### src/hdl/jtc_pkg.sv
`timescale 1ns / 1ps
// ----------------------------------------------------------------------------
// JTAG TAP controller package
// Shared types and constants for the sampled-pin TAP controller.
// ----------------------------------------------------------------------------
package jtc_pkg;

  typedef enum logic [3:0] {
    TAP_RESET     = 4'd0,
    TAP_IDLE      = 4'd1,
    TAP_DR_SELECT = 4'd2,
    TAP_DR_CAPTURE = 4'd3,
    TAP_DR_SHIFT  = 4'd4,
    TAP_DR_EXIT1  = 4'd5,
    TAP_DR_PAUSE  = 4'd6,
    TAP_DR_EXIT2  = 4'd7,
    TAP_DR_UPDATE = 4'd8,
    TAP_IR_SELECT = 4'd9,
    TAP_IR_CAPTURE = 4'd10,
    TAP_IR_SHIFT  = 4'd11,
    TAP_IR_EXIT1  = 4'd12,
    TAP_IR_PAUSE  = 4'd13,
    TAP_IR_EXIT2  = 4'd14,
    TAP_IR_UPDATE = 4'd15
  } tap_state_e;

  localparam int unsigned IrWidth   = 16;
  localparam int unsigned DataWidth = 32;
  localparam int unsigned LenWidth  = 6;

  localparam logic [DataWidth-1:0] DeviceIdReset = 32'h89BE_EF01;
  localparam logic [DataWidth-1:0] BsrPattern    = 32'hF0F0_F0F0;
  localparam logic [DataWidth-1:0] UnknownData   = 32'hDEAD_BEEF;

  localparam logic [IrWidth-1:0] IrBypass = 16'hFFFF;
  localparam logic [IrWidth-1:0] IrIdcode = 16'd4;
  localparam logic [IrWidth-1:0] IrExtest = 16'd0;
  localparam logic [IrWidth-1:0] IrSample = 16'd5;

  localparam logic [LenWidth-1:0] FullLen   = 6'd32;
  localparam logic [LenWidth-1:0] BypassLen = 6'd1;

  typedef struct packed {
    logic test_clock;
    logic mode_select;
    logic serial_in;
  } jtc_in_t;

  typedef struct packed {
    logic       serial_out;
    tap_state_e tap_state;
  } jtc_out_t;

endpackage

### src/hdl/jtag_tap_controller_unit.sv
`timescale 1ns / 1ps
// ----------------------------------------------------------------------------
// JTAG TAP controller unit
// Sampled-pin TAP controller with instruction and data scan registers.
// ----------------------------------------------------------------------------
// Usage:
//   Input channel (in_valid_i / in_stall_o / in_data_i) carries one sample of
//   the TCK, TMS and TDI pins per transaction. Every input transaction yields
//   exactly one output transaction (out_valid_o / out_stall_i / out_data_o)
//   holding the TDO level and the TAP state after that sample.
//   From acceptance to result a transaction passes an input register, then
//   the state machine step feeding the result register.
//   Throughput is one transaction per cycle unless the receiver stalls; the TAP
//   state update is a single short step between the input and result registers.
//   When the receiver stalls, the result register holds; in_stall_o rises in
//   the same cycle once the input register holds a transaction, so at most
//   one more transaction is taken while the result waits.
//   device_id is written through cfg_we_i / cfg_wdata_i while idle.
//   Reset clears both pipeline registers, sets the TAP to Test-Logic-Reset,
//   the instruction to bypass and device_id to its default value.
// ----------------------------------------------------------------------------
module jtag_tap_controller_unit (
  input  logic                          clk_i,
  input  logic                          rst_ni,
  input  logic                          in_valid_i,
  output logic                          in_stall_o,
  input  jtc_pkg::jtc_in_t              in_data_i,
  output logic                          out_valid_o,
  input  logic                          out_stall_i,
  output jtc_pkg::jtc_out_t             out_data_o,
  input  logic                          cfg_we_i,
  input  logic [jtc_pkg::DataWidth-1:0] cfg_wdata_i
);
  import jtc_pkg::*;

  logic                 in_valid_q;
  jtc_in_t              in_data_q;
  logic                 out_valid_q;
  jtc_out_t             out_data_q;
  jtc_out_t             result;
  logic [DataWidth-1:0] device_id_q;
  logic                 out_free;
  logic                 step;
  logic                 in_take;

  assign out_free   = ~out_valid_q | ~out_stall_i;
  assign step       = in_valid_q & out_free;
  assign in_stall_o = in_valid_q & ~out_free;
  assign in_take    = in_valid_i & ~in_stall_o;

  always_ff @(posedge clk_i or negedge rst_ni) begin
    if (!rst_ni) begin
      device_id_q <= DeviceIdReset;
    end else if (cfg_we_i) begin
      device_id_q <= cfg_wdata_i;
    end
  end

  always_ff @(posedge clk_i or negedge rst_ni) begin
    if (!rst_ni) begin
      in_valid_q  <= 1'b0;
      out_valid_q <= 1'b0;
    end else begin
      if (!in_stall_o) in_valid_q <= in_valid_i;
      if (out_free) out_valid_q <= in_valid_q;
    end
  end

  always_ff @(posedge clk_i) begin
    if (in_take) in_data_q <= in_data_i;
    if (step) out_data_q <= result;
  end

  jtc_tap_core u_core (
    .clk_i       (clk_i),
    .rst_ni      (rst_ni),
    .step_i      (step),
    .sample_i    (in_data_q),
    .device_id_i (device_id_q),
    .result_o    (result)
  );

  assign out_valid_o = out_valid_q;
  assign out_data_o  = out_data_q;

endmodule

### src/hdl/jtc_tap_core.sv
`timescale 1ns / 1ps
// ----------------------------------------------------------------------------
// JTAG TAP controller core
// TAP state machine, instruction and data scan registers; one pin sample per
// step, result presented combinationally for the output register.
// ----------------------------------------------------------------------------
module jtc_tap_core (
  input  logic                          clk_i,
  input  logic                          rst_ni,
  input  logic                          step_i,
  input  jtc_pkg::jtc_in_t              sample_i,
  input  logic [jtc_pkg::DataWidth-1:0] device_id_i,
  output jtc_pkg::jtc_out_t             result_o
);
  import jtc_pkg::*;

  tap_state_e               state_q, state_d;
  logic                     last_clock_q, last_clock_d;
  logic [IrWidth-1:0]       instr_q, instr_d;
  logic [DataWidth-1:0]     data_q, data_d;
  logic [LenWidth-1:0]      len_q, len_d;
  logic                     out_bit_q, out_bit_d;
  logic                     rising;
  logic [$clog2(DataWidth)-1:0] top_pos;

  always_ff @(posedge clk_i or negedge rst_ni) begin
    if (!rst_ni) begin
      state_q      <= TAP_RESET;
      last_clock_q <= 1'b0;
      instr_q      <= IrBypass;
      data_q       <= '0;
      len_q        <= BypassLen;
      out_bit_q    <= 1'b0;
    end else if (step_i) begin
      state_q      <= state_d;
      last_clock_q <= last_clock_d;
      instr_q      <= instr_d;
      data_q       <= data_d;
      len_q        <= len_d;
      out_bit_q    <= out_bit_d;
    end
  end

  assign rising       = sample_i.test_clock & ~last_clock_q;
  assign last_clock_d = sample_i.test_clock;
  assign top_pos      = len_q[$clog2(DataWidth)-1:0] - 1'b1;

  always_comb begin
    state_d   = state_q;
    instr_d   = instr_q;
    data_d    = data_q;
    len_d     = len_q;
    out_bit_d = out_bit_q;
    if (rising) begin
      unique case (state_q)
        TAP_RESET: begin
          if (!sample_i.mode_select) begin
            state_d = TAP_IDLE;
            instr_d = IrIdcode;
            data_d  = device_id_i;
            len_d   = FullLen;
          end
        end
        TAP_IDLE: begin
          if (sample_i.mode_select) state_d = TAP_DR_SELECT;
        end
        TAP_DR_SELECT: begin
          state_d = sample_i.mode_select ? TAP_IR_SELECT : TAP_DR_CAPTURE;
        end
        TAP_DR_CAPTURE: begin
          state_d = sample_i.mode_select ? TAP_DR_EXIT1 : TAP_DR_SHIFT;
        end
        TAP_DR_SHIFT: begin
          out_bit_d = data_q[0];
          data_d    = data_q >> 1;
          if (sample_i.serial_in) data_d[top_pos] = 1'b1;
          if (sample_i.mode_select) state_d = TAP_DR_EXIT1;
        end
        TAP_DR_EXIT1: begin
          state_d = sample_i.mode_select ? TAP_DR_UPDATE : TAP_DR_PAUSE;
        end
        TAP_DR_PAUSE: begin
          if (sample_i.mode_select) state_d = TAP_DR_EXIT2;
        end
        TAP_DR_EXIT2: begin
          state_d = sample_i.mode_select ? TAP_DR_UPDATE : TAP_DR_SHIFT;
        end
        TAP_DR_UPDATE: begin
          state_d = sample_i.mode_select ? TAP_DR_SELECT : TAP_IDLE;
        end
        TAP_IR_SELECT: begin
          state_d = sample_i.mode_select ? TAP_RESET : TAP_IR_CAPTURE;
        end
        TAP_IR_CAPTURE: begin
          state_d = sample_i.mode_select ? TAP_IR_EXIT1 : TAP_IR_SHIFT;
        end
        TAP_IR_SHIFT: begin
          out_bit_d = instr_q[0];
          instr_d   = {sample_i.serial_in, instr_q[IrWidth-1:1]};
          if (sample_i.mode_select) state_d = TAP_IR_EXIT1;
        end
        TAP_IR_EXIT1: begin
          state_d = sample_i.mode_select ? TAP_IR_UPDATE : TAP_IR_PAUSE;
        end
        TAP_IR_PAUSE: begin
          if (sample_i.mode_select) state_d = TAP_IR_EXIT2;
        end
        TAP_IR_EXIT2: begin
          state_d = sample_i.mode_select ? TAP_IR_UPDATE : TAP_IR_SHIFT;
        end
        TAP_IR_UPDATE: begin
          // decode the instruction into the selected data register
          len_d = FullLen;
          if (instr_q == IrBypass) begin
            data_d = '0;
            len_d  = BypassLen;
          end else if (instr_q == IrIdcode) begin
            data_d = device_id_i;
          end else if (instr_q == IrExtest || instr_q == IrSample) begin
            data_d = BsrPattern;
          end else begin
            data_d = UnknownData;
          end
          state_d = sample_i.mode_select ? TAP_DR_SELECT : TAP_IDLE;
        end
        default: state_d = TAP_RESET;
      endcase
    end
  end

  assign result_o.serial_out = out_bit_d;
  assign result_o.tap_state  = state_d;

endmodule

### config.mk
export PLATFORM = sky130hd
export DESIGN_NAME = jtag_tap_controller_unit
export DESIGN_NICKNAME = d
export VERILOG_FILES = /design/src/hdl/jtc_pkg.sv /design/src/hdl/jtag_tap_controller_unit.sv /design/src/hdl/jtc_tap_core.sv
export SDC_FILE = /design/constraint.sdc
export NUM_CORES = 1
export LEC_CHECK = 0
export BUFFER_PORTS_ARGS = -buffer_cell sky130_fd_sc_hd__buf_2
export CAP_MARGIN = 15
export CORE_MARGIN = 8
export CORE_UTILIZATION = 57
export CTS_CLUSTER_SIZE = 20
export DETAILED_ROUTE_END_ITERATION = 6
export PLACE_DENSITY_LB_ADDON = 0.25
export SYNTH_ARGS = -nofsm -noshare
export SYNTH_HDL_FRONTEND = slang
export SYNTH_SLANG_ARGS = --single-unit
### constraint.sdc
create_clock -name clk_i -period 1.9 [get_ports clk_i]
set_input_delay 0.38 -clock clk_i [delete_from_list [all_inputs] [get_ports clk_i]]
set_output_delay 0.38 -clock clk_i [all_outputs]
set_load 0.01 [all_outputs]
==> reports/qor.yml <==
clock_tree:
  path_clk_slew_ps: 100
  cts-htree-levels: 3
  clk_latency_ps: 360
  cts_root_buf: "clkbuf_8"
  cts_buffers: 9
  cts_tree: "yes"
  clock-sinks: 97
  cts_buffer_depth: 2
critical_path:
  r2r-start: "u_core.instr_q[3]$_DFFE_PN1P_"
  r2r_cells: 7
  rrSetupSlack_ps: -30
  regToRegEndpoint: "u_core.data_q[14]$_DFFE_PN0P_"
  cp.required_ps: 2150
  critical_path_arrival_ps: 2180
  cp-end-kind: "register"
  startpoint: "u_core.instr_q[3]$_DFFE_PN1P_"
  cp-start-kind: "register"
  worst-setup-path-type: "register to register"
  crit_path_max_fanout: 4
die:
  rows: 32
  core-area_um2: 7647
  die_w_um: 104.6
  start_util_pct: 58.44
  dieArea_um2: 10930
  die_h_um: 104.6
  io_pins: 47
outcome:
  status: "finished, violations left"
  violations: "setup timing"
drt:
  num_vias: 3295
  drt-pass1-iter-count: 5
  drcViolationCount: 0
  final_antenna_net_count: 0
  routedWlPerCell_um: 17.27
  finalWirelength_um: 9534
  viasPerCell: 5.969
  drt_iter0_drc: 154
sta:
  fmax_mhz: 517.3
  rsz0062_at_grt: "true"
  clock_skew_ps: 6.359
  fin_ws_ps: -33.24
  min_period_ps: 1933
  tightest_slew_ps: 532.9
  finalCritPeriodShare_pct: 101.7
  drv_slew: 0
  relSlewSlack_pct: 64.47
  finalHoldViolations: 0
  setup_violations: 6
finish:
  final_cell_mix: "dfrtp_1, buf_2, nor2_1, mux2_2, dfstp_2"
  stdcell_count: 552
  multi_input_area_um2: 1839
  fin_nets: 486
  seqCellArea_um2: 2510
  n_antenna_cell: 0
  area_growth_pct: 16.29
  n_fill_cell: 584
  drive_gt1_share_pct: 41.78
  mostFrequentLayoutCell: "dfrtp_1"
yosys:
  syn_area_um2: 4469
  seq_area_frac_synth_pct: 56.16
  yosysTopAreaCellShare_pct: 30.80
  synth_cells: 384
  synth_fp_nets: 424
  avgSynthCellArea_um2: 11.64
  ys_warn_count: 0
  ys_types: 54
  async_reset_ff_share_pct: 91.75
  yosysTopAreaCell: "dfrtp_1"
  synth_flop_cell: "dfrtp_1"
  synth_edf_count: 8
  ys_seq_elements: 97
  synth.area.top_cells: "dfrtp_1, dfstp_2, mux2_2, edfxtp_1, a22oi_1"
placement:
  place_inst: 532
  place.detailed.hpwl_um: 6430
  port_buffers: 46
  gp_congestion: 0.8355
global_route:
  grt_max_degree: 45
  first_global_vias: 3404
  grt.total_usage_pct: 17.68
  grt_pass1_wl_um: 16100
  gr-total-overflow: 0
  antenna_found_initial: 0
pwr:
  p_total_mw: 6.070
  leakage_nw: 2.221
  pwr_density_cell_nw_per_um2: 1168
  ir_worst_vdd_uv: 791.7
min_path:
  min-delay-start: "in_data_i[1]"
  hp-class: "primary input to register"
  min_to: "in_data_q[1]$_DFFE_PP_"
  min_path_cells: 1
job:
  drv_cap: 0
flip-flops by register name, indices dropped and copies added (netlist names), 3 cells and up:
| name | flops |
|---|---|
| device_id_q | 32 |
| in_data_q | 3 |
| out_data_o | 5 |
| u_core.data_q | 32 |
| u_core.instr_q | 16 |
| u_core.state_q | 4 |
worst max-delay path by stage:
stage,cells after the start,end,slack (ps)
2_1_floorplan,5,u_core.instr_q[14]$_DFFE_PN1P_,180
3_3_place_gp,6,u_core.data_q[31]$_DFFE_PN0P_,70
3_5_place_dp,6,u_core.data_q[31]$_DFFE_PN0P_,4
4_1_cts,5,u_core.data_q[14]$_DFFE_PN0P_,5
5_1_grt,7,u_core.data_q[22]$_DFFE_PN0P_,-130
6_report,7,u_core.data_q[14]$_DFFE_PN0P_,-30
synth_stat cells, types with 2 or more instances:
library cell	number
a32oi_1	2
o21ai_1	2
a22o_1	17
and4_1	2
nor3_1	3
buf_6	5
nand4_1	5
o21ai_0	11
nor4_2	3
a21o_1	4
a21oi_1	24
buf_2	12
nand2_1	28
a22oi_1	22
dfrtp_1	55
nor4_1	2
nor2b_1	4
edfxtp_1	8
nand3_1	2
a31oi_1	14
a21boi_0	2
dfstp_2	34
and2_1	2
a21oi_2	2
inv_1	7
nand2b_1	6
nor2_1	39
buf_1	3
mux2_2	35
clkbuf_1	3
buf_4	3
cells by family after synthesis:
family / after synthesis / synth area share [%]
muxes: 36 / 9.043
DFF: 97 / 56.16
and+or+nand+nor: 104 / 12.18
xor gates and xnor gates: 1 / 0.1960
buffers and inverters: 33 / 4.199
AOI/OAI and AO/OA: 113 / 18.23
worst max-delay path, cell delays in order, from the launching register on:
cell and delay, ps:
dfstp_2 600, nand4_2 170, o41ai_4 480, buf_4 200, nor3_2 50, a21boi_2 140
buf_6 140, a21oi_2 60
report_power, final:
group / internal [mW] / switching (mW) / leakage [nW]
clock: 0.504 / 0.762 / 0.0945
sequential: 2.66 / 0.384 / 1.09
combinational: 0.813 / 0.944 / 1.04
total: 3.98 / 2.09 / 2.22
through the flow:
stage | hold slack [ps] | utilization, % | setup TNS [ps] | setup WS (ps) | instance area [um2]
floorplan | 84.41 | - | 0 | 180.6 | 4469
global placement | 329.9 | 64.09 | 0 | 74.75 | 4901
detailed placement | 333.9 | 64.09 | 0 | 3.875 | 4901
CTS | 174.1 | 66.67 | 0 | 5.415 | 5099
global route | 169.7 | 67.96 | -2240 | -131.6 | 5197
finish | 190.0 | 67.96 | -120.1 | -33.24 | 5197
repair_timing:
item / in CTS / in global routing
setup buffers: 0 / 3
resized for setup: 1 / 17
cloned: 0 / 1
setup endpoints to repair: 1 / 47
pin swaps: 0 / 4
endpoints found under the hold margin: 12 / 0
hold buffers: 1 / 0
per-layer routing:
| layer | vias up | track usage, % | part of all wire (%) |
|---|---|---|---|
| met4 | 0 | 5.481 | 1.6 |
| met5 | - | 0 | 0 |
| met1 | 1656 | 22.15 | 43 |
| met3 | 16 | 4.668 | 4.2 |
| li1 | 1522 | - | - |
| met2 | 101 | 29.28 | 51 |
final cells by class:
type | count | area share, %
Sequential cell | 97 | 48.29
Multi-Input combinational cell | 254 | 35.39
Timing Repair Buffer | 77 | 9.870
Tap cell | 102 | 2.455
Clock buffer | 9 | 2.383
Clock inverter | 6 | 1.107
Inverter | 7 | 0.5055
No activity file was read; power rests on OpenSTA's default activity.
